==> config.mk <==
export PLATFORM = sky130hd
export DESIGN_NAME = bres_fifo
export DESIGN_NICKNAME = d
export VERILOG_FILES = /design/src/rtl/bres_pkg.sv /design/src/rtl/bres_fifo.sv
export SDC_FILE = /design/constraint.sdc
export NUM_CORES = 1
export LEC_CHECK = 0
export BUFFER_PORTS_ARGS = -buffer_cell sky130_fd_sc_hd__buf_2
export CAP_MARGIN = 20
export CORE_ASPECT_RATIO = 1.75
export CORE_MARGIN = 8
export CORE_UTILIZATION = 52
export CTS_CLUSTER_SIZE = 8
export DETAILED_ROUTE_END_ITERATION = 7
export PLACE_DENSITY = 0.8
export SLEW_MARGIN = 20
export SYNTH_ARGS = -nofsm -noshare
export SYNTH_HDL_FRONTEND = slang
export SYNTH_SLANG_ARGS = --single-unit
export TNS_END_PERCENT = 20
==> constraint.sdc <==
create_clock -name clock -period 5.8 [get_ports clock]
set_input_delay 0.58 -clock clock [delete_from_list [all_inputs] [get_ports clock]]
set_output_delay 0.58 -clock clock [all_outputs]
set_load 0.05 [all_outputs]
==> src/rtl/bres_pkg.sv <==
package bres_pkg;

   // Field and register widths
   localparam int DIM_BITS       = 11;
   localparam int POS_BITS       = 27;
   localparam int COUNT_BITS     = 10;
   localparam int CHAN_BITS      = 8;
   localparam int CHANNELS       = 3;
   localparam int PIXEL_BITS     = CHAN_BITS * CHANNELS;
   localparam int CLAMP_BITS     = 13;
   localparam int IDX_MAX_BITS   = 12;
   localparam int FRAC_MAX_BITS  = 16;
   localparam int TARGET_MAX     = 1024;

   // Defaults for the top-level parameters
   localparam int MAX_SRC_WIDTH_DEF  = 1024;
   localparam int MAX_SRC_HEIGHT_DEF = 1024;
   localparam int FRAC_BITS_DEF      = 16;
   localparam int QUEUE_DEPTH        = 2;

   // Register port
   localparam int CSR_ADDR_BITS = 5;
   localparam int CSR_DATA_BITS = 32;
   localparam logic [DIM_BITS-1:0] DIM_RESET  = 11'd256;
   localparam logic [POS_BITS-1:0] STEP_RESET = 27'd65536;

   typedef enum logic [2:0] {
      CSR_SRC_WIDTH  = 3'd0,
      CSR_SRC_HEIGHT = 3'd1,
      CSR_TGT_WIDTH  = 3'd2,
      CSR_TGT_HEIGHT = 3'd3,
      CSR_H_STEP     = 3'd4,
      CSR_V_STEP     = 3'd5
   } csr_index_type;

   typedef enum logic {
      OP_LOAD = 1'b0,
      OP_EMIT = 1'b1
   } opcode_type;

   typedef enum logic [2:0] {
      BK_IDLE,
      BK_RD0,
      BK_RD1,
      BK_RD2,
      BK_RD3
   } back_state_type;

   typedef struct packed {
      logic [DIM_BITS-1:0] src_width;
      logic [DIM_BITS-1:0] src_height;
      logic [DIM_BITS-1:0] tgt_width;
      logic [DIM_BITS-1:0] tgt_height;
      logic [POS_BITS-1:0] h_step;
      logic [POS_BITS-1:0] v_step;
   } bres_cfg_type;

   // One classified request as it sits in the queue
   typedef struct packed {
      logic                     is_emit;
      logic [PIXEL_BITS-1:0]    pixel;
      logic [IDX_MAX_BITS-1:0]  xi;
      logic [IDX_MAX_BITS-1:0]  yi;
      logic [FRAC_MAX_BITS-1:0] lx;
      logic [FRAC_MAX_BITS-1:0] ly;
      logic                     hx;
      logic                     vy;
      logic                     row_end;
      logic                     frame_end;
   } bres_cmd_type;

   // Clamp a dimension register into 1..hi
   function automatic logic [CLAMP_BITS-1:0] clamp_dim(input logic [DIM_BITS-1:0] v,
                                                       input logic [CLAMP_BITS-1:0] hi);
      logic [CLAMP_BITS-1:0] ext;
      ext = CLAMP_BITS'(v);
      if (ext == '0) begin
         return CLAMP_BITS'(1);
      end else if (ext > hi) begin
         return hi;
      end
      return ext;
   endfunction

endpackage

==> src/rtl/bres_fifo.sv <==
module bres_fifo
   import bres_pkg::*;
#(
   parameter int DEPTH = QUEUE_DEPTH
) (
   input  logic         clock,
   input  logic         reset,
   input  logic         push,
   input  bres_cmd_type push_cmd,
   input  logic         pop,
   output bres_cmd_type head,
   output logic         empty,
   output logic         full
);

   localparam int PTR_BITS = (DEPTH > 1) ? $clog2(DEPTH) : 1;
   localparam int CNT_BITS = $clog2(DEPTH + 1);

   bres_cmd_type          slot_ff [DEPTH];
   logic [PTR_BITS-1:0]   wr_ptr_ff, wr_ptr_in;
   logic [PTR_BITS-1:0]   rd_ptr_ff, rd_ptr_in;
   logic [CNT_BITS-1:0]   count_ff, count_in;

   assign empty = (count_ff == '0);
   assign full  = (count_ff == CNT_BITS'(DEPTH));
   assign head  = slot_ff[rd_ptr_ff];

   // Advance pointers with wrap, track fill level
   always_comb begin
      wr_ptr_in = wr_ptr_ff;
      rd_ptr_in = rd_ptr_ff;
      count_in  = count_ff;
      if (push) begin
         wr_ptr_in = (wr_ptr_ff == PTR_BITS'(DEPTH - 1)) ? '0 : wr_ptr_ff + PTR_BITS'(1);
      end
      if (pop) begin
         rd_ptr_in = (rd_ptr_ff == PTR_BITS'(DEPTH - 1)) ? '0 : rd_ptr_ff + PTR_BITS'(1);
      end
      case ({push, pop})
         2'b10:   count_in = count_ff + CNT_BITS'(1);
         2'b01:   count_in = count_ff - CNT_BITS'(1);
         default: count_in = count_ff;
      endcase
   end

   always_ff @(posedge clock) begin
      if (reset) begin
         wr_ptr_ff <= '0;
         rd_ptr_ff <= '0;
         count_ff  <= '0;
      end else begin
         wr_ptr_ff <= wr_ptr_in;
         rd_ptr_ff <= rd_ptr_in;
         count_ff  <= count_in;
      end
   end

   // Store the request payload
   always_ff @(posedge clock) begin
      if (push) begin
         slot_ff[wr_ptr_ff] <= push_cmd;
      end
   end

endmodule

==> results of run 1 <==
## registers in the layout, summed over array words and instances (netlist names), named ones only
| name | count |
|---|---|
| count_ff | 2 |
| slot_ff | 170 |
| wr_ptr_ff | 1 |
| rd_ptr_ff | 1 |
## final timing paths
kind / cells after the start / end
worst min-delay path: 1 / slot_ff[1][12]
worst max-delay path: 3 / head[57]
worst min register to register: 2 / rd_ptr_ff
worst max register to register: 2 / slot_ff[0][37]
## report_power, final
part / internal (mW) / total [mW] / leakage [nW] / switching, mW
combinational: 0.146 / 0.509 / 1.10 / 0.363
clock: 0.635 / 1.08 / 0.277 / 0.447
sequential: 1.47 / 1.50 / 1.64 / 0.0293
total: 2.26 / 3.09 / 3.01 / 0.838
## cell usage in the layout (no fill, tap or decap), types with 3 or more instances in the layout
master | Yosys | routed
edfxtp_1 | 170 | 170
xnor2_1 | 3 | 3
buf_16 | 0 | 3
mux2_2 | 85 | 85
buf_2 | 4 | 175
dfxtp_1 | 5 | 4
nor2_1 | 6 | 5
clkinv_4 | 0 | 3
clkbuf_16 | 0 | 17
inv_6 | 0 | 3
## per-stage QoR
stage	hold WS [ns]	cell area [um^2]	utilization (%)	setup slack [ns]
after floorplan	0.461	6320	-	1.07
after global placement	0.480	7340	61.5	3.10
after detailed placement	0.500	7340	61.5	3.06
after CTS	0.334	7910	66.2	2.99
after global routing	0.339	7990	66.9	3.10
final	0.351	7990	66.9	3.18
## cells by family (layout without fill, tap and decap cells)
kind of cell	Yosys count	after routing	share of synthesized area, %
and+or+nand+nor	9	9	0.693
DFF	175	175	82.3
other	0	1	0
muxes	85	85	15.1
adders and majority gates	1	1	0.198
buffers and inverters	10	212	0.969
AOI/OAI and AO/OA	2	2	0.158
xor gates and xnor gates	4	4	0.554
## routing by layer
layer  vias up  global-route usage, %  routed length (um)
li1       1516                      -                   -
met1      1576                   13.7                4160
met2       114                   28.9                7220
met3        24                   4.63                 735
met4         2                   10.7                 405
met5         -                      0                  13
## worst max-delay path, cell delays in order (launching register included)
cell,delay (ns)
dfxtp_4,0.68
buf_16,0.32
mux2_2,0.39
buf_2,0.22
## area by class of cell
type | count | area (um^2) | area share (%)
antenna | 1 | 2.50 | 0.0313
timing repair buffer | 179 | 966 | 12.1
inverter | 1 | 3.75 | 0.0470
sequential | 175 | 5210 | 65.2
clock inverter | 13 | 138 | 1.72
multi-input combinational | 101 | 1070 | 13.4
clock buffer | 19 | 433 | 5.42
tap | 137 | 171 | 2.14
==> out/qor.txt, run 1 <==
Die Wd: 99.4 um
clk root buf: clkbuf_16
synth cell count leaders: edfxtp_1 (170), mux2_2 (85), nor2_1 (6)
Leak: 3.01 nW
ys flop type: edfxtp_1
outcome: finished, final reports clean
Synth area leader: edfxtp_1
Pins Over Slew Limit: 0
crit path launch type: flip-flop
largest net degree at the start of global routing: 86
H-tree depth: 4
vias in the first global route: 3,631
total CTS buffers: 17
Tot Pwr: 3.09 mW
clock skew: 0.0101 ns
Worst slew margin: 59.3%
Routed WL: 12.5 mm
CTS tree: done
P per Cell Area: 387 nW/um^2
Cells after DPL: 590
Synth top area share: 80.7%
DP Wirelength: 8.50 mm
FF-to-FF Start: wr_ptr_ff
total clock sinks: 175
Crit path arrival time: 2.04 ns
Final Hold Viols: 0
Post-layout nets: 565
Worst Setup End Kind: output pin
Routed WL per cell: 20.0 um
top post-synthesis cells by area: edfxtp_1 (81%), mux2_2 (15%), dfxtp_1 (1.6%)
CP max FO: 49
peak supply drop: 0.000277 V
DRC violations left: 0
layout cell share with drive strength beyond 1: 60.7%
# Post-CTS Setup Buffers: 0
Congestion Overflow GR: 0
Fin Setup TNS: 0 ns
post_cts resized: 0
Mapped Area: 6320 um^2
first-pass GRT wire length: 18.6 mm
CTS clk-pin slew, worst paths: 0.06 ns
Post-synth EDFFs: 170
Port-buffer cells: 175
Rows: 53
Via density: 5.16
Cells after Synth: 286
Hold Path Origin: push_cmd[12]
Die Footprint: 16,100 um^2
Worst-Margin Slew: 0.610 ns
RSZ-0062 raised after global routing: false
Filler cells: 825
via count: 3,232
# hold bufs at CTS: 0
Die Y: 162 um
yosys warns: 0
Non-Filler Instances: 626
Worst Path Class, Setup: flip-flop to output pin
setup slack, reg-to-reg: 3.92 ns
Tot GR Track Use: 15.5%
sequential share of the synthesized area: 82.3%
Yosys reg bits: 175
top-count cell post-synth: edfxtp_1
Max Buffers Root-to-Sink: 2
RD Place Congestion: 0.722
Worst-Skew Late Latency: 0.41 ns
Detailed Route Iter0 Violations: 125
Antenna Nets Post-Route: 0
Netlist cell types: 15
number of max-cap violations: 0
period utilization: 45.3%
ys async rst share: 0%
max frequency: 381 MHz
# IOs: 176
area grow syn2layout: 26.4%
initial antenna violation count: 2
post-synth net total: 376
Worst EP required: 5.22 ns
Worst Hold Class: input port to flip-flop
Min Clock Period, post-route: 2.62 ns
Post-Syn Area per Cell: 22.1 um^2
Setup violations, final: 0
router iterations before antenna repair: 7
Initial Utilization: 53.0%
area of the core: 11,900 um^2
No activity file was read; power rests on OpenSTA's default activity.
==> run 2, diff against run 1 <==
- clock period: 5.8 -> 2.5 ns (I/O delays scaled with it)
==> out/qor.txt, run 2 (synthesized netlist as in run 1, its figures left out) <==
outcome: finished, final reports clean
# IOs: 176
clk root buf: clkbuf_16
Die Wd: 99.4 um
via count: 3,298
Reg power frac: 48.6%
# hold bufs at CTS: 0
Tot GR Track Use: 16.2%
Logic pwr share: 16.6%
RD Place Congestion: 0.741
post-route design area: 7960 um^2
FF/Latch Area: 5210 um^2
Rows: 53
vias in the first global route: 3,643
most frequent cells in the layout: buf_2 (175), edfxtp_1 (170), mux2_2 (85)
area of the core: 11,900 um^2
max reg flops: 170
Die Footprint: 16,100 um^2
Net Sw Power: 1.98 mW
CTS clk-pin slew, worst paths: 0.07 ns
post_cts resized: 0
peak supply drop: 0.000670 V
total CTS buffers: 17
Routed WL per cell: 20.0 um
CTS tree: done
Worst-Margin Slew: 0.657 ns
commonest non-fill, non-tap cell in the layout: buf_2
Detailed Route Iter0 Violations: 146
Leak: 3.00 nW
Pins Over Slew Limit: 0
clock skew: 0.00892 ns
largest net degree at the start of global routing: 86
Clk pwr share: 34.8%
area grow syn2layout: 25.9%
P per Cell Area: 895 nW/um^2
period utilization: 82.9%
CP max FO: 85
Routed WL: 12.6 mm
layout cell share with drive strength beyond 1: 60.9%
Worst-Skew Late Latency: 0.42 ns
max frequency: 482 MHz
Port-buffer cells: 175
# Post-CTS Setup Buffers: 0
crit path launch type: flip-flop
placed instance area: 7390 um^2
Max Buffers Root-to-Sink: 2
Via density: 5.24
H-tree depth: 4
total clock sinks: 175
Largest regs: slot_ff x170, count_ff x2
Int Pwr: 5.15 mW
DP Wirelength: 8.74 mm
Fin Setup TNS: 0 ns
number of max-cap violations: 0
Worst Setup End Kind: output pin
Worst EP required: 2.25 ns
Filler cells: 827
multi-input logic area: 1070 um^2
first-pass GRT wire length: 19.5 mm
router iterations before antenna repair: 4
Worst Path Class, Setup: flip-flop to output pin
Setup violations, final: 0
Post-layout nets: 566
Worst slew margin: 56.2%
Initial Utilization: 53.0%
Die Y: 162 um
RSZ-0062 raised after global routing: false
Antenna Nets Post-Route: 0
Final Hold Viols: 0
Min Clock Period, post-route: 2.07 ns
Top reg by flops: slot_ff
Crit path arrival time: 1.82 ns
initial antenna violation count: 3
Worst Hold Class: input port to flip-flop
Switching Fraction: 27.8%
Congestion Overflow GR: 0
DRC violations left: 0
## run 2: worst paths after layout
check,from,slack (ns),to,cells past startpoint
hold reg to reg,count_ff[1],0.51,count_ff[1],2
setup reg to reg,wr_ptr_ff,0.93,slot_ff[1][17],2
setup / recovery,flip-flop,0.43,head[84],3
hold / removal,push_cmd[56],0.02,slot_ff[1][56],1
## run 2: power groups by stage
stage | Combinational (mW) | Sequential [mW] | Clock (mW)
after floorplan | 0.891 | 3.52 | 0
after global routing | 1.25 | 3.48 | 2.64
after global placement | 1.18 | 3.52 | 0
after detailed placement | 1.20 | 3.53 | 0
after CTS | 1.21 | 3.47 | 2.53
final | 1.19 | 3.47 | 2.48
## run 2: critical path, cell delays in order (launching register included)
cell,delay [ns]
dfxtp_4,0.35
buf_12,0.33
mux2_2,0.41
buf_2,0.22
## run 2: cell type report
cell class	instances	area share, %
flip-flops and latches	175	65.4
well taps	137	2.15
repair buffers	180	11.8
multi-input cells	101	13.4
inverters	1	0.0471
diodes	3	0.0943
clock buffers	19	5.44
clock inverters	13	1.67
## run 2: through the flow
stage | total power, mW | std cells | util [%] | worst slack, ns | hold WS, ns
4_1_cts | 7.21 | 626 | 66.7 | 0.419 | 0.000212
6_report | 7.13 | 629 | 66.7 | 0.427 | 0.0166
5_1_grt | 7.37 | 629 | 66.7 | 0.357 | -0.000191
3_5_place_dp | 4.73 | 594 | 61.9 | 0.874 | 0.441
2_1_floorplan | 4.41 | 286 | - | -0.341 | 0.319
3_3_place_gp | 4.70 | 594 | 61.9 | 0.884 | 0.437
## run 2: layer usage
metal,up-vias,global-route usage [%],part of all wire [%]
met2,128,29.1,56
met3,34,5.14,5.0
li1,1519,-,-
met1,1617,15.5,35
met4,0,9.83,4.4
met5,-,0,0
==> run 3, diff against run 2 <==
- ABC_AREA: unset -> 1
- PLACE_DENSITY: 0.8 -> 0.79
- clock period: 2.5 -> 2 ns (I/O delays scaled with it)
==> out/qor.txt, run 3 <==
top post-synthesis cells by area: edfxtp_1 (80%), mux2_1 (8.8%), mux2_2 (6.2%)
Crit path arrival time: 1.65 ns
Die Y: 162 um
ys async rst share: 0%
total clock sinks: 175
Tot Pwr: 8.85 mW
synth cell count leaders: edfxtp_1 (170), mux2_1 (50), mux2_2 (35)
Die Footprint: 16,200 um^2
placed instance area: 7480 um^2
FF/Latch Area: 5210 um^2
CP max FO: 46
Synth top area share: 80.2%
crit path launch type: flip-flop
Int Pwr: 6.36 mW
DP Worst Slack: 0.563 ns
Top reg by flops: slot_ff
most frequent cells in the layout: buf_2 (175), edfxtp_1 (170), dlygate4sd3_1 (86)
Post-synth EDFFs: 170
Post-layout nets: 664
fin worst setup slack: 0.151 ns
area of the core: 12,000 um^2
Largest regs: slot_ff x170, count_ff x2
Congestion Overflow GR: 0
yosys warns: 0
Leak: 3.40 nW
Mapped Area: 6370 um^2
via count: 3,646
slowest CP cell: mux2_2
layout cell share with drive strength beyond 1: 42.9%
Finished Core Util: 74.2%
number of max-cap violations: 0
commonest non-fill, non-tap cell in the layout: buf_2
Worst Path Class, Setup: flip-flop to output pin
Yosys reg bits: 175
Worst-Skew Late Latency: 0.41 ns
CTS tree: done
Initial Utilization: 53.0%
Worst-Margin Slew: 0.382 ns
crit-path max cell delay: 0.40 ns
max reg flops: 170
Final Hold Viols: 0
Net Sw Power: 2.49 mW
Die Wd: 99.6 um
sequential share of the synthesized area: 81.8%
clock skew: 0.00813 ns
DRC violations left: 0
Routed WL: 13.7 mm
Worst slew margin: 74.5%
Max Buffers Root-to-Sink: 2
Tot GR Track Use: 17.3%
clk root buf: clkbuf_16
Logic pwr share: 17.1%
H-tree depth: 4
CTS clk-pin slew, worst paths: 0.07 ns
DP Wirelength: 8.82 mm
Via density: 4.84
largest net degree at the start of global routing: 63
period utilization: 92.4%
Filler cells: 704
outcome: finished, final reports clean
post-synth net total: 387
Worst Setup End Kind: output pin
Pins Over Slew Limit: 0
total CTS buffers: 17
peak supply drop: 0.000654 V
max frequency: 541 MHz
Worst Hold Class: input port to flip-flop
RD Place Congestion: 0.750
Port-buffer cells: 175
crit path cell chain: buf_12 > mux2_2 > buf_2
Cells after DPL: 634
vias in the first global route: 4,074
Netlist cell types: 16
router iterations before antenna repair: 4
area grow syn2layout: 39.8%
initial antenna violation count: 2
post-route design area: 8900 um^2
Non-Filler Instances: 754
Detailed Route Iter0 Violations: 146
post_cts resized: 0
ys flop type: edfxtp_1
setup slack, reg-to-reg: 0.80 ns
Setup violations, final: 0
P per Cell Area: 994 nW/um^2
Synth area leader: edfxtp_1
top-count cell post-synth: edfxtp_1
Antenna Nets Post-Route: 0
Cells after Synth: 297
Switching Fraction: 28.2%
Rows: 53
Clk pwr share: 34.3%
# IOs: 176
first-pass GRT wire length: 21.0 mm
Post-Syn Area per Cell: 21.4 um^2
Worst EP required: 1.80 ns
RSZ-0062 raised after global routing: false
Reg power frac: 48.5%
Routed WL per cell: 18.2 um
Min Clock Period, post-route: 1.85 ns
multi-input logic area: 1070 um^2
## run 3: cell count changes in the layout (fill, tap and decap cells not counted), sizes merged, moves of 2 or more
cell | before | now
clkinvlp | 1 | 3
clkinv | 7 | 4
nor2 | 6 | 10
clkbuf | 19 | 17
dlygate4sd3 | 0 | 86
inv | 5 | 15
xnor2 | 3 | 1
nand2 | 0 | 5
## run 3: path summary, 6_finish.rpt
check / startpoint / endpoint / cells after the start
setup / recovery: flip-flop / head[82] / 3
hold / removal: push / wr_ptr_ff / 3
setup reg to reg: wr_ptr_ff / slot_ff[1][61] / 3
hold reg to reg: wr_ptr_ff / wr_ptr_ff / 2
## run 3: power by group through the flow
stage          registers [mW]  logic, mW  clock network (mW)
2_1_floorplan            4.36       1.02                   0
3_3_place_gp             4.36       1.36                   0
3_5_place_dp             4.37       1.38                   0
4_1_cts                  4.29       1.52                3.10
5_1_grt                  4.31       1.59                3.22
6_report                 4.29       1.51                3.04
## run 3: layout make-up
class / count / share of cell area, %
multi-input combinational: 106 / 12.0
sequential: 175 / 58.5
clock inverter: 15 / 1.42
tap: 165 / 2.32
clock buffer: 17 / 4.78
timing repair buffer: 267 / 20.6
inverter: 7 / 0.337
antenna: 2 / 0.0562
## run 3: cell families (layout without fill, tap and decap cells)
family	count (synthesis)	count (layout)	synth area share, %
flip-flops	175	175	81.8
other	0	2	0
adder cells (fa/ha/maj)	1	1	0.197
AO/OA/AOI/OAI	2	2	0.157
buffers and inverters	16	306	1.65
XOR/XNOR	1	1	0.138
multiplexers	85	85	15.0
AND/OR/NAND/NOR	17	17	1.06
## run 3: timing repair
| item | CTS | global route |
|---|---|---|
| hold endpoints to repair | 173 | 0 |
| hold buffers | 86 | 0 |
| setup buffers | 0 | 0 |
## run 3: per-layer routing
layer | routed length (um) | vias up | part of all wire (%) | GRT usage (%)
met3 | 789 | 28 | 5.7 | 5.61
met4 | 436 | 0 | 3.2 | 9.07
met2 | 7970 | 124 | 58 | 32.5
li1 | - | 1718 | - | -
met5 | 0 | - | 0 | 0
met1 | 4540 | 1776 | 33 | 15.8
## run 3: worst max-delay path, delay by kind of cell, from the launching register on
family,cells,cell delay (ns)
buffers and inverters,2,0.46
muxes,1,0.40
DFF,1,0.37
## run 3: through the flow
stage          setup TNS [ns]  hold slack [ns]
5_1_grt                     0           0.0889
2_1_floorplan           -2.90            0.272
3_3_place_gp                0            0.387
4_1_cts                     0           0.0571
3_5_place_dp                0            0.391
6_report                    0           0.0779
