## config.mk

```make
export PLATFORM = sky130hd
export DESIGN_NAME = bres_front
export DESIGN_NICKNAME = d
export VERILOG_FILES = /design/src/rtl/bres_pkg.sv /design/src/rtl/bres_front.sv
export SDC_FILE = /design/constraint.sdc
export NUM_CORES = 1
export LEC_CHECK = 0
export CORE_UTILIZATION = 65
export DETAILED_ROUTE_END_ITERATION = 10
export DONT_BUFFER_PORTS = 1
export PLACE_DENSITY_LB_ADDON = 0.3
export SLEW_MARGIN = 30
export SYNTH_ARGS = -nofsm -noshare
export SYNTH_HDL_FRONTEND = slang
export SYNTH_SLANG_ARGS = --single-unit
```

## constraint.sdc

```tcl
create_clock -name clock -period 6.35 [get_ports clock]
set_clock_uncertainty 0.2 [all_clocks]
set_input_delay 0.635 -clock clock [delete_from_list [all_inputs] [get_ports clock]]
set_output_delay 0.635 -clock clock [all_outputs]
set_load 0.005 [all_outputs]
```

## src/rtl/bres_pkg.sv

```systemverilog
package bres_pkg;

   // Field and register widths
   localparam int DIM_BITS       = 11;
   localparam int POS_BITS       = 27;
   localparam int COUNT_BITS     = 10;
   localparam int CHAN_BITS      = 8;
   localparam int CHANNELS       = 3;
   localparam int PIXEL_BITS     = CHAN_BITS * CHANNELS;
   localparam int CLAMP_BITS     = 13;
   localparam int IDX_MAX_BITS   = 12;
   localparam int FRAC_MAX_BITS  = 16;
   localparam int TARGET_MAX     = 1024;

   // Defaults for the top-level parameters
   localparam int MAX_SRC_WIDTH_DEF  = 1024;
   localparam int MAX_SRC_HEIGHT_DEF = 1024;
   localparam int FRAC_BITS_DEF      = 16;
   localparam int QUEUE_DEPTH        = 2;

   // Register port
   localparam int CSR_ADDR_BITS = 5;
   localparam int CSR_DATA_BITS = 32;
   localparam logic [DIM_BITS-1:0] DIM_RESET  = 11'd256;
   localparam logic [POS_BITS-1:0] STEP_RESET = 27'd65536;

   typedef enum logic [2:0] {
      CSR_SRC_WIDTH  = 3'd0,
      CSR_SRC_HEIGHT = 3'd1,
      CSR_TGT_WIDTH  = 3'd2,
      CSR_TGT_HEIGHT = 3'd3,
      CSR_H_STEP     = 3'd4,
      CSR_V_STEP     = 3'd5
   } csr_index_type;

   typedef enum logic {
      OP_LOAD = 1'b0,
      OP_EMIT = 1'b1
   } opcode_type;

   typedef enum logic [2:0] {
      BK_IDLE,
      BK_RD0,
      BK_RD1,
      BK_RD2,
      BK_RD3
   } back_state_type;

   typedef struct packed {
      logic [DIM_BITS-1:0] src_width;
      logic [DIM_BITS-1:0] src_height;
      logic [DIM_BITS-1:0] tgt_width;
      logic [DIM_BITS-1:0] tgt_height;
      logic [POS_BITS-1:0] h_step;
      logic [POS_BITS-1:0] v_step;
   } bres_cfg_type;

   // One classified request as it sits in the queue
   typedef struct packed {
      logic                     is_emit;
      logic [PIXEL_BITS-1:0]    pixel;
      logic [IDX_MAX_BITS-1:0]  xi;
      logic [IDX_MAX_BITS-1:0]  yi;
      logic [FRAC_MAX_BITS-1:0] lx;
      logic [FRAC_MAX_BITS-1:0] ly;
      logic                     hx;
      logic                     vy;
      logic                     row_end;
      logic                     frame_end;
   } bres_cmd_type;

   // Clamp a dimension register into 1..hi
   function automatic logic [CLAMP_BITS-1:0] clamp_dim(input logic [DIM_BITS-1:0] v,
                                                       input logic [CLAMP_BITS-1:0] hi);
      logic [CLAMP_BITS-1:0] ext;
      ext = CLAMP_BITS'(v);
      if (ext == '0) begin
         return CLAMP_BITS'(1);
      end else if (ext > hi) begin
         return hi;
      end
      return ext;
   endfunction

endpackage

```

## src/rtl/bres_front.sv

```systemverilog
module bres_front
   import bres_pkg::*;
#(
   parameter int MAX_SRC_WIDTH  = MAX_SRC_WIDTH_DEF,
   parameter int MAX_SRC_HEIGHT = MAX_SRC_HEIGHT_DEF,
   parameter int FRAC_BITS      = FRAC_BITS_DEF
) (
   input  logic                 clock,
   input  logic                 reset,
   input  bres_cfg_type         cfg,
   input  logic                 start,
   output logic                 busy,
   input  logic                 req_opcode,
   input  logic [CHAN_BITS-1:0] req_red_in,
   input  logic [CHAN_BITS-1:0] req_green_in,
   input  logic [CHAN_BITS-1:0] req_blue_in,
   input  logic                 queue_full,
   output logic                 push,
   output bres_cmd_type         push_cmd
);

   localparam int SW_BITS  = $clog2(MAX_SRC_WIDTH + 1);
   localparam int SH_BITS  = $clog2(MAX_SRC_HEIGHT + 1);
   localparam int XR_BITS  = POS_BITS - FRAC_BITS;
   localparam int CMPX_BITS = (XR_BITS > SW_BITS) ? XR_BITS : SW_BITS;
   localparam int CMPY_BITS = (XR_BITS > SH_BITS) ? XR_BITS : SH_BITS;

   logic [SW_BITS-1:0]    sw;
   logic [SH_BITS-1:0]    sh;
   logic [DIM_BITS-1:0]   tw, th;
   logic [POS_BITS-1:0]   col_pos_ff, col_pos_in;
   logic [POS_BITS-1:0]   row_pos_ff, row_pos_in;
   logic [COUNT_BITS-1:0] out_col_ff, out_col_in;
   logic [COUNT_BITS-1:0] out_row_ff, out_row_in;
   logic [CMPX_BITS-1:0]  x_raw, x_lim;
   logic [CMPY_BITS-1:0]  y_raw, y_lim;
   logic                  hx, vy, row_end, frame_end, is_emit;

   assign sw = SW_BITS'(clamp_dim(cfg.src_width, CLAMP_BITS'(MAX_SRC_WIDTH)));
   assign sh = SH_BITS'(clamp_dim(cfg.src_height, CLAMP_BITS'(MAX_SRC_HEIGHT)));
   assign tw = DIM_BITS'(clamp_dim(cfg.tgt_width, CLAMP_BITS'(TARGET_MAX)));
   assign th = DIM_BITS'(clamp_dim(cfg.tgt_height, CLAMP_BITS'(TARGET_MAX)));

   // Accept while the queue has room
   assign busy    = queue_full;
   assign push    = start && !queue_full;
   assign is_emit = (opcode_type'(req_opcode) == OP_EMIT);

   // Split positions, clamp to the last column and row
   assign x_raw = CMPX_BITS'(col_pos_ff[POS_BITS-1:FRAC_BITS]);
   assign x_lim = CMPX_BITS'(sw) - CMPX_BITS'(1);
   assign hx    = (x_raw < x_lim);
   assign y_raw = CMPY_BITS'(row_pos_ff[POS_BITS-1:FRAC_BITS]);
   assign y_lim = CMPY_BITS'(sh) - CMPY_BITS'(1);
   assign vy    = (y_raw < y_lim);

   assign row_end   = (DIM_BITS'(out_col_ff) >= tw - DIM_BITS'(1));
   assign frame_end = row_end && (DIM_BITS'(out_row_ff) >= th - DIM_BITS'(1));

   // Build the queued request
   always_comb begin
      push_cmd.is_emit   = is_emit;
      push_cmd.pixel     = {req_red_in, req_green_in, req_blue_in};
      push_cmd.xi        = IDX_MAX_BITS'(hx ? x_raw : x_lim);
      push_cmd.yi        = IDX_MAX_BITS'(vy ? y_raw : y_lim);
      push_cmd.lx        = FRAC_MAX_BITS'(col_pos_ff[FRAC_BITS-1:0]);
      push_cmd.ly        = FRAC_MAX_BITS'(row_pos_ff[FRAC_BITS-1:0]);
      push_cmd.hx        = hx;
      push_cmd.vy        = vy;
      push_cmd.row_end   = row_end;
      push_cmd.frame_end = frame_end;
   end

   // Step output counters and positions on each emit
   always_comb begin
      col_pos_in = col_pos_ff;
      row_pos_in = row_pos_ff;
      out_col_in = out_col_ff;
      out_row_in = out_row_ff;
      if (push && is_emit) begin
         if (row_end) begin
            out_col_in = '0;
            col_pos_in = '0;
            if (frame_end) begin
               out_row_in = '0;
               row_pos_in = '0;
            end else begin
               out_row_in = out_row_ff + COUNT_BITS'(1);
               row_pos_in = row_pos_ff + cfg.v_step;
            end
         end else begin
            out_col_in = out_col_ff + COUNT_BITS'(1);
            col_pos_in = col_pos_ff + cfg.h_step;
         end
      end
   end

   always_ff @(posedge clock) begin
      if (reset) begin
         col_pos_ff <= '0;
         row_pos_ff <= '0;
         out_col_ff <= '0;
         out_row_ff <= '0;
      end else begin
         col_pos_ff <= col_pos_in;
         row_pos_ff <= row_pos_in;
         out_col_ff <= out_col_in;
         out_row_ff <= out_row_in;
      end
   end

endmodule

```

==> key figures, run 1 <==
STA
  • Max-slew headroom: 48.70%
  • Min Hold Slack: 0.1890 ns
  • Slew Limit Fails: 0
  • Fmax: 186.4 MHz
  • Setup TNS: 0 ns
  • Min setup slack post-route: 0.9850 ns
  • Tmin final: approximately 5.4 ns
  • Final period utilization: 84.49%
  • Setup Viol. Count Final: 0
  • Fin. Hold Viols: 0
  • Worst Max-Slew Pin Slew: 0.7625 ns
  • RSZ-0062 raised after global routing: false

Clock network
  • Clock root buffer: clkbuf_16
  • Worst-skew pair later-pin latency: roughly 0.32 ns
  • Clock Pin Slew Worst Setup and Hold Paths: about 0.060 ns
  • Clock H-tree levels: 3
  • Total clock sinks: 74
  • # Post-CTS Setup Buffers: 0
  • CTS tree: done
  • CTS max path bufs: 2
  • Count of hold-fix buffers inserted at cts: 0
  • # resized after CTS: 0
  • CTS Buf Count: 9

Synthesis
  • Post-synthesis instance area: 7704 sq um
  • Post-synth ARST share: 0%
  • Netlist cell types: 65
  • Area share of the largest cell type after synthesis: 19.23%
  • Synth area leaders: dfxtp_1 (19%), ha_1 (16%), buf_4 (6.2%)
  • Largest area contributor in the netlist: dfxtp_1
  • Synthesized flop and latch total: 74
  • Post-synthesis sequential area ratio: between 10% and 20%
  • Prevailing post-synth register cell: dfxtp_1
  • Post-synthesis instance total: approximately 1000
  • Most numerous cell in the Yosys netlist: ha_1
  • Number of flops mapped to enable cells by yosys: 0
  • Commonest cells post-synth: ha_1 (98), nor2_1 (88), a21oi_1 (76)
  • Mapped Avg Cell Area: 7.766 sq um
  • Ys Warns: 0

Power and ir drop
  • PwrDens: roughly 160 nW/um^2
  • Leak: 3.475 nW
  • Peak VDD IR: 0.0001478 V
  • Power, Total: 1.250 mW

Setup path
  • Max incr delay on CP: 0.58 ns
  • CP max FO: 17
  • Worst path depth: 19
  • Worst Path Required: 6.42 ns
  • Critical path's slowest cell: nor3_4
  • Type of the worst setup path: in -> reg
  • CP Cell Sequence: nor4_2 > nand2_1 > or3_1 > nor2_1 > o21ai_0 > ha_1 > nor2b_1 > a41oi_1 > o21ai_0 > ha_1 > or4_1 > a21oi_1 > o21ai_0 > nand3_2 > inv_1 > o211a_1 > nor3_4 > buf_4 > a32o_1
  • CP endpoint kind: flop
  • Top cell family by delay on the critical path: simple AND/OR/NAND/NOR gates
  • CP Buf/Inv Count: 2
  • CP Data Arrival Time: 5.43 ns
  • Reg2reg path depth: 12
  • Setup crit start kind: primary input
  • Cell mode on critical path: o21ai_0

Global route
  • Initial antenna violation count: 0
  • Congestion Overflow GR: 0
  • Vias in the first global route: 6381
  • First-pass GRT wire length: roughly 29 mm
  • Largest net degree at the start of global routing: 39
  • All-Layer GR Usage: 27.94%

Finish
  • Area delta synth->final: -0.3736%
  • Final core utilization: 66.93%
  • Final instance area: 7675 sq um
  • Layout cell share with drive strength beyond 1: under 10%
  • Antenna Cells: 0
  • # fillers: 988
  • Final std cells w/o fill: 1069
  • Fin nets: roughly 1100

Detailed routing
  • Final ANT Viol Nets: 0
  • DRT Wirelength: 17.14 mm
  • Drt drc: 0
  • Via count: 6674
  • Drt initial violations: 281
  • Vias/cell: 6.243
  • DR WL/cell: 16.03 microns
  • Drt pass-1 iters: 5

Floorplanning
  • Initial Utilization: 67.18%
  • Die height: 110.9 microns
  • Number of I/O pins: approximately 210
  • Die footprint: between 10000 and 15000 sq um
  • Core region area: 11470 sq um
  • Num rows: 39
  • Die W: between 100 and 150 microns

Placed design
  • Dpl cells: 1054
  • Final GP Congestion: 0.8993
  • Dpl ws: 0.6899 ns
  • Placed cell area: 7357 sq um
  • DPL Wire Length: 13.42 mm
  • PortBufs: 0

Min path
  • Worst hold path depth: 1
  • Worst hold path type: in -> reg

Job
  • Max_cap viols: 0

Run status
  • Status: finished, final reports clean
==> worst paths after layout <==
| kind | start | endpoint | slack, ns |
|---|---|---|---|
| min | reset | row_pos_ff[10] | 0.19 |
| max reg2reg | out_col_ff[0] | row_pos_ff[11] | 2.86 |
| max | cfg[68] | row_pos_ff[11] | 0.98 |
| min reg2reg | col_pos_ff[26] | col_pos_ff[26] | 0.29 |
==> report_power, final <==
group	leakage [nW]	switching (mW)	internal (mW)
clock	0.148	0.202	0.343
sequential	0.598	0.00851	0.472
combinational	2.73	0.125	0.0984
==> cells in the final DEF (no fill, tap or decap), drive strengths merged, types with 4 or more instances in the layout <==
cell / n
mux2i: 24
o21a: 10
or3: 11
nand3: 35
dfxtp: 74
nor3: 26
a21oi: 76
a32oi: 4
nor4: 7
a22o: 18
and2: 8
o21bai: 9
nand4: 14
ha: 98
o21ai: 47
buf: 7
nor2: 88
nand2: 70
nor2b: 11
nand2b: 12
and3: 14
clkbuf: 9
a22oi: 16
xnor2: 46
inv: 50
a211o: 5
a211oi: 7
a21o: 30
o31ai: 4
xor2: 25
o211ai: 5
a31oi: 12
==> cell families after synthesis <==
family,synth area share [%]
compound gates,23.26
xor+xnor,8.072
fa+ha+maj,16.44
buf+inv,9.989
flops,19.23
mux,3.411
other cells,0.04868
simple gates,19.56
==> layer usage <==
layer  share of wire, %  global-route usage, %
met1                 44                  35.80
met2                 46                  47.04
met3                7.6                  6.561
met4                1.8                  7.200
met5                  0                      0
==> state kept, by name (all words and copies together) (netlist names) <==
name        flops
col_pos_ff     27
out_col_ff     10
out_row_ff     10
row_pos_ff     27
==> layout make-up <==
type,instances,area [sq um],area share [%]
inverter,50,187.7,2.445
timing repair buffer,7,52.55,0.6847
clock inverter,6,92.59,1.206
multi-input combinational,780,5456,71.10
clock buffer,9,225.2,2.934
tap,143,178.9,2.331
sequential,74,1481,19.30
==> worst register-to-register path: stages, from the launching register on <==
cell,delay (ns)
dfxtp_1,0.35
inv_1,0.08
ha_1,0.29
nand2b_1,0.14
a21o_1,0.18
a211oi_1,0.21
o21ai_0,0.14
nand3_2,0.30
inv_1,0.23
o211a_1,0.28
nor3_4,0.58
buf_4,0.30
a32o_1,0.15
Note: power is estimated with default switching activity, not from simulation.
==> run 2: changes to the inputs <==
--- a/config.mk
+++ b/config.mk
@@ -5,7 +5,7 @@
 export SDC_FILE = /design/constraint.sdc
 export NUM_CORES = 1
 export LEC_CHECK = 0
-export CORE_UTILIZATION = 65
+export CORE_UTILIZATION = 60
 export DETAILED_ROUTE_END_ITERATION = 10
 export DONT_BUFFER_PORTS = 1
 export PLACE_DENSITY_LB_ADDON = 0.3
==> constraint.sdc (replaced) <==
create_clock -name clock -period 4.9 [get_ports clock]
set_clock_uncertainty 0.2 [all_clocks]
set_input_delay 0.49 -clock clock [delete_from_list [all_inputs] [get_ports clock]]
set_output_delay 0.49 -clock clock [all_outputs]
set_load 0.005 [all_outputs]
==> key figures, run 2 (synthesized netlist as in run 1, its figures left out) <==
Run status
  • Status: finished, final reports clean

Clock network
  • CTS tree: done
  • Count of hold-fix buffers inserted at cts: 0
  • # Post-CTS Setup Buffers: 0
  • Clock H-tree levels: 3
  • Worst-skew pair later-pin latency: between 0.3 and 0.4 ns
  • Total clock sinks: 74
  • CTS Buf Count: 9
  • CTS max path bufs: 2
  • Clock Pin Slew Worst Setup and Hold Paths: around 0.06 ns
  • Clock root buffer: clkbuf_16

STA
  • Setup Viol. Count Final: 0
  • Final period utilization: 93.64%
  • Tmin final: around 4.6 ns
  • Fin. Hold Viols: 0
  • Setup TNS: 0 ns
  • RSZ-0062 raised after global routing: false
  • Min Hold Slack: 0.03449 ns
  • Slew Limit Fails: 0
  • Max-slew headroom: 54.19%
  • Fmax: 217.9 MHz
  • Worst Max-Slew Pin Slew: 0.6831 ns
  • Min setup slack post-route: 0.3114 ns

Setup path
  • CP max FO: 8
  • Reg2reg path depth: 11
  • Type of the worst setup path: in -> out
  • R2r endpoint: row_pos_ff[26]
  • Worst Path Required: 4.21 ns
  • CP endpoint kind: primary output
  • Setup crit start kind: primary input
  • Worst Setup SP: cfg[77]
  • Critical Path Sink: push_cmd[39]
  • Reg2reg start: row_pos_ff[0]
  • CP Data Arrival Time: roughly 4 ns
  • Setup slack, reg-to-reg: 1.50 ns

Floorplanning
  • Num rows: 41
  • Die W: 115.3 microns
  • Die footprint: ~13000 sq um
  • Initial Utilization: 61.29%
  • Core region area: 12570 sq um
  • Die height: 115.3 microns
  • Number of I/O pins: about 210

Min path
  • Worst hold path type: in -> reg

Detailed routing
  • DR top layer: met4
  • Via count: between 6000 and 7000
  • Drt initial violations: 302
  • WL met1: 7.601 mm
  • DR WL/cell: 15.85 microns
  • DR WL met2: 8.278 mm
  • Wire length on met3: 1.401 mm
  • Vias/cell: 6.024
  • Drt drc: 0
  • Drt pass-1 iters: 5
  • DRT Wirelength: between 15 and 20 mm
  • Final ANT Viol Nets: 0

Global route
  • Congestion Overflow GR: 0
  • Largest net degree at the start of global routing: 39
  • Vias in the first global route: roughly 6100
  • First-pass GRT wire length: about 28 mm
  • All-Layer GR Usage: 26.25%
  • Initial antenna violation count: 0

Finish
  • Commonest non-fill, non-tap cell in the layout: ha_1
  • Commonest non-fill, non-tap cells in the layout: ha_1 (98), nor2_1 (88), a21oi_1 (76), dfxtp_1 (74), nand2_1 (70)
  • Fin nets: between 1000 and 1500
  • Layout cell share with drive strength beyond 1: under 10%
  • Area delta synth->final: 1.218%
  • # fillers: 1158
  • Largest registers: col_pos_ff (27), row_pos_ff (27)
  • Antenna Cells: 0

Placed design
  • PortBufs: 0
  • DPL Wire Length: 13.54 mm
  • Final GP Congestion: 0.8724
  • Dpl ws: 0.1910 ns

Job
  • Max_cap viols: 0

Power and ir drop
  • Peak VDD IR: 0.0002000 V
  • PwrDens: 203.8 nW/um^2
  • Leak: 3.530 nW
==> run 2: cell types whose count changed in the layout (fill, tap and decap cells not counted), sizes merged <==
cell      previous run  this run
clkinvlp             2         0
clkbuf               9        14
bufinv               2         1
clkinv               2         1
buf                  7        16
==> run 2: worst max-delay path: stages <==
cell	delay (ns)
nor3_1	0.27
a31oi_2	0.17
nor2_1	0.14
inv_1	0.07
ha_1	0.20
inv_1	0.17
nor2_1	0.08
a211oi_2	0.21
ha_1	0.29
a21o_1	0.16
a21o_1	0.17
a21o_1	0.17
a21oi_1	0.15
nor2b_1	0.06
o21ai_0	0.15
nand2b_1	0.08
a211o_1	0.40
buf_4	0.22
mux2i_1	0.22
==> run 2: per-layer routing <==
layer  vias to the layer above  GRT usage (%)
met1                      3046          31.62
met3                        26          7.591
met2                       190          45.39
met5                         -              0
li1                       3413              -
met4                         0          7.186
==> run 2: through the flow <==
| stage | utilization (%) | std cells | area (sq um) | power, mW |
|---|---|---|---|---|
| final | 62.04 | 1108 | 7797 | 1.589 |
| after CTS | 61.84 | 1108 | 7772 | 1.601 |
| after global routing | 62.04 | 1108 | 7797 | 1.666 |
| after global placement | 59.46 | 1092 | 7473 | 0.9206 |
| after detailed placement | 59.46 | 1092 | 7473 | 0.9254 |
| after floorplan | - | 993 | 7707 | 0.9026 |
==> run 2: how the worst min path moves through the flow <==
stage,from,endpoint,slack [ns],cells after the start
after floorplan,col_pos_ff[0],col_pos_ff[0],0.25,2
after global placement,col_pos_ff[2],col_pos_ff[2],0.27,2
after detailed placement,col_pos_ff[2],col_pos_ff[2],0.28,2
after CTS,reset,row_pos_ff[9],0.02,1
after global routing,reset,col_pos_ff[26],0.02,1
final,reset,row_pos_ff[2],0.03,1
==> run 2: final cells by class <==
| class | instances | area [sq um] | area share (%) |
|---|---|---|---|
| Sequential cell | 74 | 1481 | 19.00 |
| Timing Repair Buffer | 16 | 132.6 | 1.701 |
| Clock inverter | 2 | 35.03 | 0.4493 |
| Clock buffer | 14 | 264.0 | 3.386 |
| Multi-Input combinational cell | 780 | 5482 | 70.30 |
| Tap cell | 172 | 215.2 | 2.760 |
| Inverter | 50 | 187.7 | 2.407 |
==> run 2: report_power, final <==
part | internal [mW] | switching, mW
Combinational | 0.131 | 0.163
Clock | 0.422 | 0.250
Sequential | 0.612 | 0.0109
==> run 2: repair_timing <==
| item | CTS | global route |
|---|---|---|
| hold endpoints to repair | 0 | 0 |
| setup endpoints to repair | 0 | 7 |
| gates resized for setup | 0 | 5 |
==> run 3: changes to the inputs <==
--- a/config.mk
+++ b/config.mk
@@ -8,7 +8,7 @@
 export CORE_UTILIZATION = 60
 export DETAILED_ROUTE_END_ITERATION = 10
 export DONT_BUFFER_PORTS = 1
-export PLACE_DENSITY_LB_ADDON = 0.3
+export PLACE_DENSITY = 0.79
 export SLEW_MARGIN = 30
 export SYNTH_ARGS = -nofsm -noshare
 export SYNTH_HDL_FRONTEND = slang
==> key figures, run 3 (synthesized netlist as in run 1, its figures left out) <==
Placed design
  • Dpl ws: 0.1515 ns
  • PortBufs: 0
  • DPL Wire Length: ~14 mm
  • Final GP Congestion: 0.8738
  • Dpl cells: around 1100

Setup path
  • CP Cell Sequence: nor3_1 > a31oi_1 > nor2_1 > inv_1 > ha_1 > inv_1 > o311a_1 > a211oi_2 > ha_1 > a21o_1 > a21o_1 > a21o_1 > a21oi_1 > nor2b_1 > o21ai_0 > nand2b_1 > a211o_4 > buf_4 > mux2i_1
  • CP Data Arrival Time: 3.87 ns
  • Critical path's slowest cell: a211o_4
  • CP Buf/Inv Count: 3
  • CP endpoint kind: primary output
  • Setup slack, reg-to-reg: 1.50 ns
  • Setup crit start kind: primary input
  • Type of the worst setup path: in -> out
  • CP max FO: 8
  • Worst Path Required: 4.21 ns
  • Max incr delay on CP: 0.38 ns
  • Cell mode on critical path: a21o_1
  • Top cell family by delay on the critical path: compound AO/OA/AOI/OAI gates

STA
  • Fin. Hold Viols: 0
  • Tmin final: 4.560 ns
  • Final period utilization: 93.07%
  • Max-slew headroom: 52.76%
  • RSZ-0062 raised after global routing: false
  • Setup TNS: 0 ns
  • Slew Limit Fails: 0
  • Fmax: 219.3 MHz
  • Setup Viol. Count Final: 0
  • Min Hold Slack: 0.01618 ns
  • Min setup slack post-route: 0.3395 ns
  • Worst Max-Slew Pin Slew: 0.7043 ns

Finish
  • Antenna Cells: 0
  • Commonest non-fill, non-tap cell in the layout: ha_1
  • Commonest non-fill, non-tap cells in the layout: ha_1 (98), nor2_1 (88), a21oi_1 (76), dfxtp_1 (74), nand2_1 (69)
  • Layout cell share with drive strength beyond 1: 4.930%
  • Largest registers: col_pos_ff (27), row_pos_ff (27)
  • # fillers: 1107
  • Fin nets: around 1200
  • Final std cells w/o fill: 1105
  • Final core utilization: 61.80%
  • Area delta synth->final: 0.8283%

Detailed routing
  • DRT Wirelength: around 18 mm
  • Drt pass-1 iters: 5
  • Drt initial violations: approximately 320
  • Vias/cell: between 6 and 7
  • Drt drc: 0
  • Via count: ~6700
  • DR WL/cell: 16.13 microns
  • Final ANT Viol Nets: 0

Global route
  • Largest net degree at the start of global routing: 39
  • All-Layer GR Usage: 26.57%
  • Congestion Overflow GR: 0
  • Initial antenna violation count: 0
  • Vias in the first global route: 6265
  • First-pass GRT wire length: 28.49 mm

Clock network
  • # Post-CTS Setup Buffers: 0
  • Total clock sinks: 74
  • Clock H-tree levels: 3
  • CTS max path bufs: 2
  • CTS tree: done
  • Worst-skew pair later-pin latency: around 0.34 ns
  • Clock Pin Slew Worst Setup and Hold Paths: 0.06 ns
  • Clock root buffer: clkbuf_16
  • CTS Buf Count: 9

Power and ir drop
  • Peak VDD IR: 0.0001300 V
  • Leak: 3.513 nW
  • PwrDens: 205.2 nW/um^2

Floorplanning
  • Die W: 115.3 microns
  • Number of I/O pins: 214
  • Initial Utilization: 61.29%
  • Core region area: 12570 sq um
  • Die height: 115.3 microns
  • Die footprint: 13300 sq um
  • Num rows: around 40

Job
  • Max_cap viols: 0

Run status
  • Status: finished, final reports clean

Min path
  • Worst hold path type: in -> reg
==> run 3: changes by cell type in the layout (fill, tap and decap cells not counted), sizes merged <==
cell / before / now
buf: 16 / 13
clkinv: 1 / 4
inv: 50 / 52
clkbuf: 14 / 9
==> run 3: final cells by class <==
| cell class | instances | area, sq um | share of cell area (%) |
|---|---|---|---|
| clock buffer | 9 | 225.2 | 2.899 |
| tap | 172 | 215.2 | 2.771 |
| sequential | 74 | 1481 | 19.07 |
| multi-input combinational | 780 | 5483 | 70.59 |
| timing repair buffer | 13 | 97.59 | 1.256 |
| clock inverter | 7 | 77.57 | 0.9987 |
| inverter | 50 | 187.7 | 2.416 |
==> run 3: worst reg2reg max path: stages (launching register included) <==
cell	delay [ns]
dfxtp_1	0.35
ha_1	0.22
fa_1	0.46
a211o_1	0.31
a21oi_1	0.14
a211oi_1	0.18
a221oi_1	0.42
nor3_1	0.12
a2111oi_0	0.51
xnor2_1	0.16
nand3_1	0.11
o221ai_1	0.10
==> run 3: metrics by stage <==
step / total power, mW / cell area (sq um)
6_report: 1.594 / 7767
5_1_grt: 1.672 / 7767
4_1_cts: 1.609 / 7744
3_5_place_dp: 0.9236 / 7441
3_3_place_gp: 0.9180 / 7438
2_1_floorplan: 0.9026 / 7707
==> run 3: what timing repair did <==
item                                    4_1_cts  5_1_grt
endpoints found under the setup margin        0       12
resized for setup                             0        4
hold buffers                                  0        0
==> run 3: where the power goes <==
part | internal [mW] | switching, mW | total (mW) | leakage (nW)
Sequential | 0.611 | 0.0110 | 0.622 | 0.598
Combinational | 0.130 | 0.164 | 0.294 | 2.76
Clock | 0.400 | 0.278 | 0.677 | 0.152
Total | 1.14 | 0.453 | 1.59 | 3.51
==> run 3: per-layer routing <==
| metal | wire length (microns) | track usage, % | vias to the layer above |
|---|---|---|---|
| li1 | - | - | 3411 |
| met1 | 7684 | 31.27 | 3123 |
| met2 | 8542 | 46.47 | 188 |
| met3 | 1303 | 7.538 | 25 |
| met4 | 297 | 8.312 | 0 |
| met5 | 0 | 0 | - |
==> run 3: path summary, 6_finish.rpt <==
kind                                     from  depth (start not counted)              to
worst max-delay path                  cfg[77]                         19    push_cmd[45]
worst min-delay path                    reset                          1   row_pos_ff[2]
worst max register to register  row_pos_ff[0]                         11  row_pos_ff[26]
worst min register to register  col_pos_ff[2]                          2   col_pos_ff[2]
